**config.mk**
```make
export PLATFORM = sky130hd
export DESIGN_NAME = mdg_div
export DESIGN_NICKNAME = d
export VERILOG_FILES = /design/src/sv/assert_macros.svh /design/src/sv/mdg_pkg.sv /design/src/sv/mdg_div.sv
export SDC_FILE = /design/constraint.sdc
export NUM_CORES = 1
export LEC_CHECK = 0
export BUFFER_PORTS_ARGS = -buffer_cell sky130_fd_sc_hd__buf_4
export CAP_MARGIN = 10
export CORE_MARGIN = 2
export CORE_UTILIZATION = 44
export CTS_BUF_LIST = sky130_fd_sc_hd__clkbuf_8 sky130_fd_sc_hd__clkbuf_16
export DETAILED_ROUTE_END_ITERATION = 6
export PLACE_DENSITY = 0.67
export SYNTH_ARGS = -nofsm -noshare
export SYNTH_HDL_FRONTEND = slang
export SYNTH_SLANG_ARGS = --single-unit
```
**constraint.sdc**
```tcl
create_clock -name clock -period 5.8 [get_ports clock]
set_input_delay 0.87 -clock clock [delete_from_list [all_inputs] [get_ports clock]]
set_output_delay 0.87 -clock clock [all_outputs]
set_load 0.02 [all_outputs]
```
**src/sv/assert_macros.svh**
```systemverilog
// Assertion macros used by the grid core.
`ifndef ASSERT_MACROS_SVH
`define ASSERT_MACROS_SVH

// Same-cycle implication, disabled during reset.
`define ASSERT_IMP(lbl, clk, rst, ante, cons) \
   lbl: assert property (@(posedge clk) disable iff (rst) (ante) |-> (cons)) \
      else $error("same-cycle check failed");

// Next-cycle implication, disabled during reset.
`define ASSERT_NXT(lbl, clk, rst, ante, cons) \
   lbl: assert property (@(posedge clk) disable iff (rst) (ante) |=> (cons)) \
      else $error("next-cycle check failed");

`endif

```
**src/sv/mdg_pkg.sv**
```systemverilog
// Package: constants, codes and shared types of the midpoint displacement grid.
`default_nettype none
package mdg_pkg;
   localparam int LOG_SIZE_DEF    = 4;
   localparam int STACK_DEPTH_DEF = 6;

   localparam int SAMPLE_W    = 16;
   localparam int IVAR_W      = 31;
   localparam int DECAY_W     = 16;
   localparam int VAR_W       = 32;
   localparam int HEIGHT_W    = 32;
   localparam int COORD_OUT_W = 4;
   localparam int VAR_SHIFT   = 9;   // the factor 512 of the child variance
   localparam int V_W         = 40;  // working width of a signed height value

   localparam int CSR_IDX_W  = 1;
   localparam int CSR_DATA_W = 31;

   localparam logic [CSR_IDX_W-1:0] REG_INITIAL_VARIANCE = 1'd0;
   localparam logic [CSR_IDX_W-1:0] REG_VARIANCE_DECAY   = 1'd1;

   localparam logic [IVAR_W-1:0]  IVAR_RESET  = 31'd1048576;
   localparam logic [DECAY_W-1:0] DECAY_RESET = 16'd512;

   // write phases of one rectangle
   localparam logic [2:0] PH_TOP    = 3'd0;
   localparam logic [2:0] PH_BOTTOM = 3'd1;
   localparam logic [2:0] PH_LEFT   = 3'd2;
   localparam logic [2:0] PH_RIGHT  = 3'd3;
   localparam logic [2:0] PH_CENTRE = 3'd4;

   // sub-rectangle order
   localparam logic [1:0] CHILD_TL = 2'd0;
   localparam logic [1:0] CHILD_TR = 2'd1;
   localparam logic [1:0] CHILD_BL = 2'd2;
   localparam logic [1:0] CHILD_BR = 2'd3;

   localparam int RD_CNT_W = 4;
   localparam logic [RD_CNT_W-1:0] N_EDGE_RD = 4'd2;
   localparam logic [RD_CNT_W-1:0] N_CTR_RD  = 4'd8;

   typedef struct packed {
      logic busy;
      logic done;
   } div_sts_type;
endpackage
`default_nettype wire

```
**src/sv/mdg_div.sv**
```systemverilog
// Restoring unsigned divider, one quotient bit per cycle.
`default_nettype none
module mdg_div #(
   parameter int DIV_W = 45,
   parameter int DVS_W = 20
) (
   input  logic                 clock,
   input  logic                 reset,
   input  logic                 start,
   input  logic [DIV_W-1:0]     dividend,
   input  logic [DVS_W-1:0]     divisor,
   output logic [DIV_W-1:0]     quotient,
   output mdg_pkg::div_sts_type sts
);
   import mdg_pkg::*;

   localparam int CNT_W = $clog2(DIV_W + 1);

   logic             busy_ff, done_ff;
   logic [CNT_W-1:0] cnt_ff;
   logic [DIV_W-1:0] quo_ff;
   logic [DVS_W:0]   rem_ff;
   logic [DVS_W-1:0] dvs_ff;
   logic [DVS_W:0]   rem_sh;
   logic [DVS_W:0]   rem_nx;
   logic             ge;

   always_comb begin
      rem_sh = {rem_ff[DVS_W-1:0], quo_ff[DIV_W-1]};
      ge     = rem_sh >= {1'b0, dvs_ff};
      rem_nx = ge ? rem_sh - {1'b0, dvs_ff} : rem_sh;
   end

   always_ff @(posedge clock) begin
      if (reset) begin
         busy_ff <= 1'b0;
         done_ff <= 1'b0;
      end else begin
         done_ff <= 1'b0;
         if (start) begin
            busy_ff <= 1'b1;
            quo_ff  <= dividend;
            rem_ff  <= '0;
            dvs_ff  <= divisor;
            cnt_ff  <= '0;
         end else if (busy_ff) begin
            quo_ff <= {quo_ff[DIV_W-2:0], ge};
            rem_ff <= rem_nx;
            cnt_ff <= cnt_ff + CNT_W'(1);
            if (cnt_ff == CNT_W'(DIV_W - 1)) begin
               busy_ff <= 1'b0;
               done_ff <= 1'b1;
            end
         end
      end
   end

   assign quotient = quo_ff;
   assign sts.busy = busy_ff;
   assign sts.done = done_ff;
endmodule
`default_nettype wire

```
==> results of run 1 <==
[state kept, by name, summed over array words and instances, names as in the netlist]
name	count
quotient	45
dvs_ff	20
rem_ff	20
cnt_ff	6
busy_ff	1
done_ff	1
[metrics by stage]
step,utilization (%),worst slack (ns),instances
after global placement,53.2,2.26,654
after CTS,55.6,2.56,670
final,55.6,2.61,670
after floorplan,-,0.805,416
after global routing,55.6,2.39,670
after detailed placement,53.2,2.20,654
[final timing paths]
check                   from           end  slack [ns]  depth (start not counted)
hold reg to reg      busy_ff       done_ff        0.56                          1
setup / recovery       start  quotient[33]        2.61                          4
setup reg to reg  rem_ff[13]   quotient[0]        2.72                          8
hold / removal       busy_ff       done_ff        0.56                          1
[layout make-up]
type,count,area (um^2)
Fill cell,963,5050
Inverter,29,109
Clock inverter,7,47.5
Multi-Input combinational cell,273,2120
Timing Repair Buffer,116,871
Tap cell,143,179
Clock buffer,9,225
Sequential cell,93,2770
[routing by layer]
layer / vias up / GRT usage, %
li1: 1803 / -
met1: 1737 / 23.9
met2: 148 / 29.7
met3: 17 / 6.91
met4: 0 / 7.65
met5: - / 0
[worst max-delay path: stages]
cell    delay (ns)
buf_4         0.66
nor2_1        0.20
nor2_4        0.85
buf_4         0.56
[kinds of logic (layout without fill, tap and decap cells)]
family          Yosys count  in the layout  synth area share [%]
compound gates          101            101                  13.4
flops                    93             93                  54.4
simple gates             88             88                  9.45
buf+inv                  50            161                  4.30
mux                      46             46                  10.1
fa+ha+maj                23             23                  5.79
xor+xnor                 15             15                  2.58
[report_power, final]
| part | leakage (nW) | total, mW | switching, mW | internal [mW] |
|---|---|---|---|---|
| Sequential | 0.887 | 0.832 | 0.0273 | 0.805 |
| Combinational | 1.47 | 0.426 | 0.234 | 0.191 |
| Clock | 0.134 | 0.553 | 0.262 | 0.291 |
| Total | 2.49 | 1.81 | 0.524 | 1.29 |
[layout by cell type (no fill, tap or decap), types with 7 or more instances in the layout]
cell type  Yosys  routed
buf_4          6     116
edfxtp_1      91      91
mux2_2        45      45
a21oi_1       34      34
inv_1         29      29
nand3_1       23      23
o21ai_0       22      22
ha_1          22      22
nor2_1        19      17
nand2_1        9       9
clkbuf_16      0       9
xnor2_1        8       8
xor2_1         7       7
==> metrics.md, run 1 <==
| Metric | Value |
|---|---|
| CTS max path bufs | `2` |
| Worst Hold Class | `register to register` |
| Post-synth EDFFs | `91` |
| # rows | `39` |
| # setup viols final | `0` |
| CTS tree | `done` |
| Synth Cell Area | `0.00510 mm^2` |
| Hold Vio Cnt, Final | `0` |
| Max-slew violations | `0` |
| Startpoint Class | `input port` |
| Final Skew | `0.00823 ns` |
| Die area | `0.0125 mm^2` |
| Ys async rst share | `0%` |
| Detailed Routing Iterations Pass 1 | `5` |
| Vias in the first global route | `between 3000 and 4000` |
| Initial antenna violation count | `0` |
| Wl on met1 | `5040 um` |
| Routed wire length | `11700 um` |
| Global Route Usage Sum | `18.9%` |
| Die height | `112 um` |
| Initial DRC count | `213` |
| Status | `finished clean` |
| Hold_ws | `roughly 0.56 ns` |
| Syn_nets | `507` |
| Gr ovfl total | `0` |
| Hold-fix buffers, CTS | `0` |
| IO buf count | `114` |
| RSZ-0062 raised after global routing | `no` |
| RePlAce Congestion | `0.908` |
| TritonCTS Sinks | `93` |
| H-tree Lvls | `3` |
| Final Critical Period | `around 3.2 ns` |
| Setup bufs post-CTS | `0` |
| Wirelength per Cell | `17.5 um` |
| Fin crit share | `between 50% and 60%` |
| Leakage | `2.49 nW` |
| Synth top area share | `53.6%` |
| Slew at the pin closest to its max-slew limit | `between 1 and 1.5 ns` |
| # Max-Cap Violations | `0` |
| CP Capture Type | `register` |
| CTS buffer count | `9` |
| Root Driver | `clkbuf_16` |
| Antenna Cells | `0` |
| Total power | `1.81 mW` |
| WL met3 | `997 um` |
| CP required | `a little under 6 ns` |
| Maximum vdd drop | `0.177 mV` |
| DP Area | `0.00605 mm^2` |
| Clock slew at reported path FFs | `approximately 0.07 ns` |
| Top achievable clock speed | `about 0.31 GHz` |
| Syn-to-layout area delta | `24.0%` |
| Seq/Total Area, Yosys | `~54%` |
| Post-Syn Area per Cell | `12.3 um^2` |
| NumNets Final | `about 610` |
| Clk_lat worst skew | `~0.35 ns` |
| IO Pins | `115` |
| Wire length on met2 | `5460 um` |
| Synthesized instance count | `416` |
| Max transition margin | `26.5%` |
| Primary FF master, synth | `edfxtp_1` |
| Synth cell count leaders | `edfxtp_1, mux2_2, a21oi_1, inv_1, nand3_1` |
| Die Wd | `112 um` |
| First-pass GRT wire length | `18600 um` |
| Drt drc | `0` |
| Ys Warns | `0` |
| Dpl hpwl | `7990 um` |
| Drt via density | `5.53` |
| Top post-synthesis cells by area | `edfxtp_1, mux2_2, ha_1, a21oi_1, nand3_1` |
| Largest net degree at the start of global routing | `73` |
| Pwr per Cell Area | `~290 mW/mm^2` |
| Setup TNS | `0 ns` |
| Crit path DAT | `3.19 ns` |
| Layout cells sized above 1 | `36.4%` |
| Uppermost layer routed | `met4` |
| Core area | `0.0114 mm^2` |
| Post-Layout Inst Area | `0.00632 mm^2` |
| Top-count cell post-synth | `edfxtp_1` |
| Starting Density | `between 40% and 50%` |
| Netlist cell types | `62` |
| Synthesized flop and latch total | `93` |
| Post-DRT Antenna Nets | `0` |
| Via count | `between 3000 and 4000` |
| CP Max Fanout | `slightly above 70` |
| PostCTS Resize Cnt | `0` |
| Crit Path Category | `input port to register` |
| Synth area leader | `edfxtp_1` |
Note: power is estimated with default switching activity, not from simulation.
==> run 2: changes to the inputs <==
==> constraint.sdc (replaced) <==
create_clock -name clock -period 3.25 [get_ports clock]
set_input_delay 0.4875 -clock clock [delete_from_list [all_inputs] [get_ports clock]]
set_output_delay 0.4875 -clock clock [all_outputs]
set_load 0.02 [all_outputs]
==> run 2 against run 1 <==
  * Clock skew decreased by 0.0022 ns
  * Sequential power increased by 78%
  * Clock power increased by 110%
  * Critical path type is now register to register
  * Global-route usage increased by 0.70 points
  * Hold slack got worse by 0.24 ns
==> metrics.md, run 2 (synthesis results as in run 1) <==
| Metric | Value |
|---|---|
| Pwr per Cell Area | `529 mW/mm^2 (+85%)` |
| Sw frac | `27.5% (-1.4 points)` |
| Syn-to-layout area delta | `26.0%` |
| Sequential fraction of design power | `43.6% (-2.3 points)` |
| Max transition margin | `48.4% (+22 points)` |
| Final Skew | `0.00607 ns (-0.00217 ns)` |
| Clock power frac | `33.8% (+3.2 points)` |
| Largest net degree at the start of global routing | `63 (-14%)` |
| Antenna Cells | `0 (unchanged)` |
| CP Capture Type | `register` |
| Max-slew violations | `0 (unchanged)` |
| Global Route Usage Sum | `19.6% (+0.70 points)` |
| Setup TNS | `0 ns (unchanged)` |
| Final Critical Period | `roughly 2.9 ns` |
| Wirelength per Cell | `17.3 um (-1.3%)` |
| Startpoint Class | `register` |
| Hold Crit Start | `divisor[7]` |
| TritonCTS Sinks | `93 (unchanged)` |
| Fill cells | `982 (+2.0%)` |
| First-pass GRT wire length | `19400 um (+4.3%)` |
| Initial DRC count | `156 (-27%)` |
| CTS buffer count | `9 (unchanged)` |
| H-tree Lvls | `3 (unchanged)` |
| Drt via density | `5.49 (-0.63%)` |
| Slack of the worst reg-to-reg path | `0.35 ns (-2.37 ns)` |
| Setup bufs post-CTS | `0 (unchanged)` |
| Routed wire length | `11700 um (-0.23%)` |
| Hold-fix buffers, CTS | `0 (unchanged)` |
| Crit path DAT | `2.97 ns (-0.22 ns)` |
| Top achievable clock speed | `0.345 GHz` |
| IO Pins | `115 (unchanged)` |
| Slew at the pin closest to its max-slew limit | `0.775 ns (-0.327 ns)` |
| Place WS | `0.348 ns (-1.85 ns)` |
| Worst R2R Path Depth | `10 (+2)` |
| Register area | `0.00277 mm^2 (unchanged)` |
| Launch point of the worst path | `quotient[44]` |
| Max reg flops | `45 (unchanged)` |
| NumNets Final | `620 (+1.1%)` |
| Die area | `0.0125 mm^2 (unchanged)` |
| Gr ovfl total | `0 (unchanged)` |
| Critical Path Max Stage Delay | `0.51 ns (-0.34 ns)` |
| # Max-Cap Violations | `0 (unchanged)` |
| # rows | `39 (unchanged)` |
| Initial antenna violation count | `0 (unchanged)` |
| PostCTS Resize Cnt | `0 (unchanged)` |
| CP Max Fanout | `4 (-94%)` |
| Clk_lat worst skew | `0.35 ns (about the same)` |
| Slowest cell on crit path | `o41ai_2` |
| Switching pwr | `934 uW (+78%)` |
| Via count | `3720 (+0.40%)` |
| CTS tree | `done` |
| Die height | `112 um (unchanged)` |
| Starting Density | `44.8% (unchanged)` |
| Dpl hpwl | `8430 um (+5.6%)` |
| Commonest cells after routing, fill and taps aside | `buf_4, edfxtp_1, mux2_2` |
| Core area | `0.0114 mm^2 (unchanged)` |
| Post-route setup slack | `0.353 ns (-2.25 ns)` |
| Leakage | `2.55 nW (+2.2%)` |
| RePlAce Congestion | `0.891 (-1.9%)` |
| Layout cells sized above 1 | `37.3% (+0.83 points)` |
| CP top delay family | `compound AO/OA/AOI/OAI gates` |
| Commonest non-fill, non-tap cell in the layout | `buf_4` |
| Crit Path Category | `register to register` |
| Fin crit share | `between 80% and 90%` |
| Util after Layout | `56.5% (+0.90 points)` |
| RR Startpoint | `quotient[44]` |
| Clock slew at reported path FFs | `0.07 ns (about the same)` |
| Power Internal | `2.46 mW (+91%)` |
| CP required | `3.32 ns (-2.48 ns)` |
| Maximum vdd drop | `0.307 mV (+73%)` |
| Detailed Routing Iterations Pass 1 | `4 (-1)` |
| Worst Hold Class | `input port to register` |
| # setup viols final | `0 (unchanged)` |
| Crit-path most repeated cell | `a21oi_1` |
| RSZ-0062 raised after global routing | `no` |
| CP Cell Sequence | `inv_1 -> ha_1 -> fa_1 -> nand2b_1 -> a21oi_1 -> o41ai_2 -> o21ai_0 -> and4b_1 -> o32ai_1 -> a21oi_1` |
| Post-DRT Antenna Nets | `0 (unchanged)` |
| Drt drc | `0 (unchanged)` |
| Buf/Inv on CP | `1 (-1)` |
| CTS max path bufs | `2 (unchanged)` |
| Multi-input combinational cell area | `0.00212 mm^2 (unchanged)` |
| Hold path depth | `1 (unchanged)` |
| Die Wd | `112 um (unchanged)` |
| Hold Vio Cnt, Final | `0 (unchanged)` |
| Vias in the first global route | `3864 (+4.8%)` |
| Gate power share | `22.6% (-0.9 points)` |
| Worst r2r dst | `rem_ff[18]` |
| Status | `finished clean` |
| Hold path endpoint | `dvs_ff[7]` |
| Root Driver | `clkbuf_16` |
| IO buf count | `114 (unchanged)` |
[run 2: changes by cell type in the layout (fill, tap and decap cells not counted)]
cell       previous run  this run
buf_4               116       123
bufinv_16             0         2
clkinv_2              2         0
[run 2: worst max-delay path by stage]
stage                 end  slack, ns  cells past startpoint
6_report       rem_ff[18]       0.35                     10
3_5_place_dp   rem_ff[18]       0.35                     10
2_1_floorplan   cnt_ff[0]       0.60                      4
3_3_place_gp   rem_ff[18]       0.47                     10
4_1_cts        rem_ff[18]       0.34                     10
5_1_grt        rem_ff[18]       0.17                     10
[run 2: final cells by class]
cell class	instances	area share, %
Sequential cell	93	43.2
Multi-Input combinational cell	273	32.9
Timing Repair Buffer	123	14.4
Clock buffer	9	3.51
Tap cell	143	2.79
Inverter	29	1.69
Clock inverter	7	1.52
[run 2: power groups by stage]
stage / combinational [mW] / sequential [mW] / clock [mW]
after CTS: 0.769 / 1.48 / 1.17
final: 0.767 / 1.48 / 1.15
after floorplan: 0.483 / 1.54 / 0
after detailed placement: 0.763 / 1.51 / 0
after global placement: 0.756 / 1.50 / 0
after global routing: 0.848 / 1.49 / 1.21
[run 2: metal layers]
| metal | part of all wire (%) | GRT usage, % | routed length (um) |
|---|---|---|---|
| met1 | 42 | 24.2 | 4940 |
| met2 | 47 | 31.2 | 5440 |
| met3 | 8.9 | 7.24 | 1040 |
| met4 | 2.3 | 8.31 | 263 |
| met5 | 0 | 0 | 0 |
[run 2: stage by stage]
stage	hold WS [ns]	area (um^2)	cells	power, mW
finish	0.311	6420	677	3.40
global placement	0.549	6100	661	2.26
floorplan	0.503	5100	416	2.03
CTS	0.303	6420	677	3.42
detailed placement	0.548	6100	661	2.27
global route	0.304	6420	677	3.55
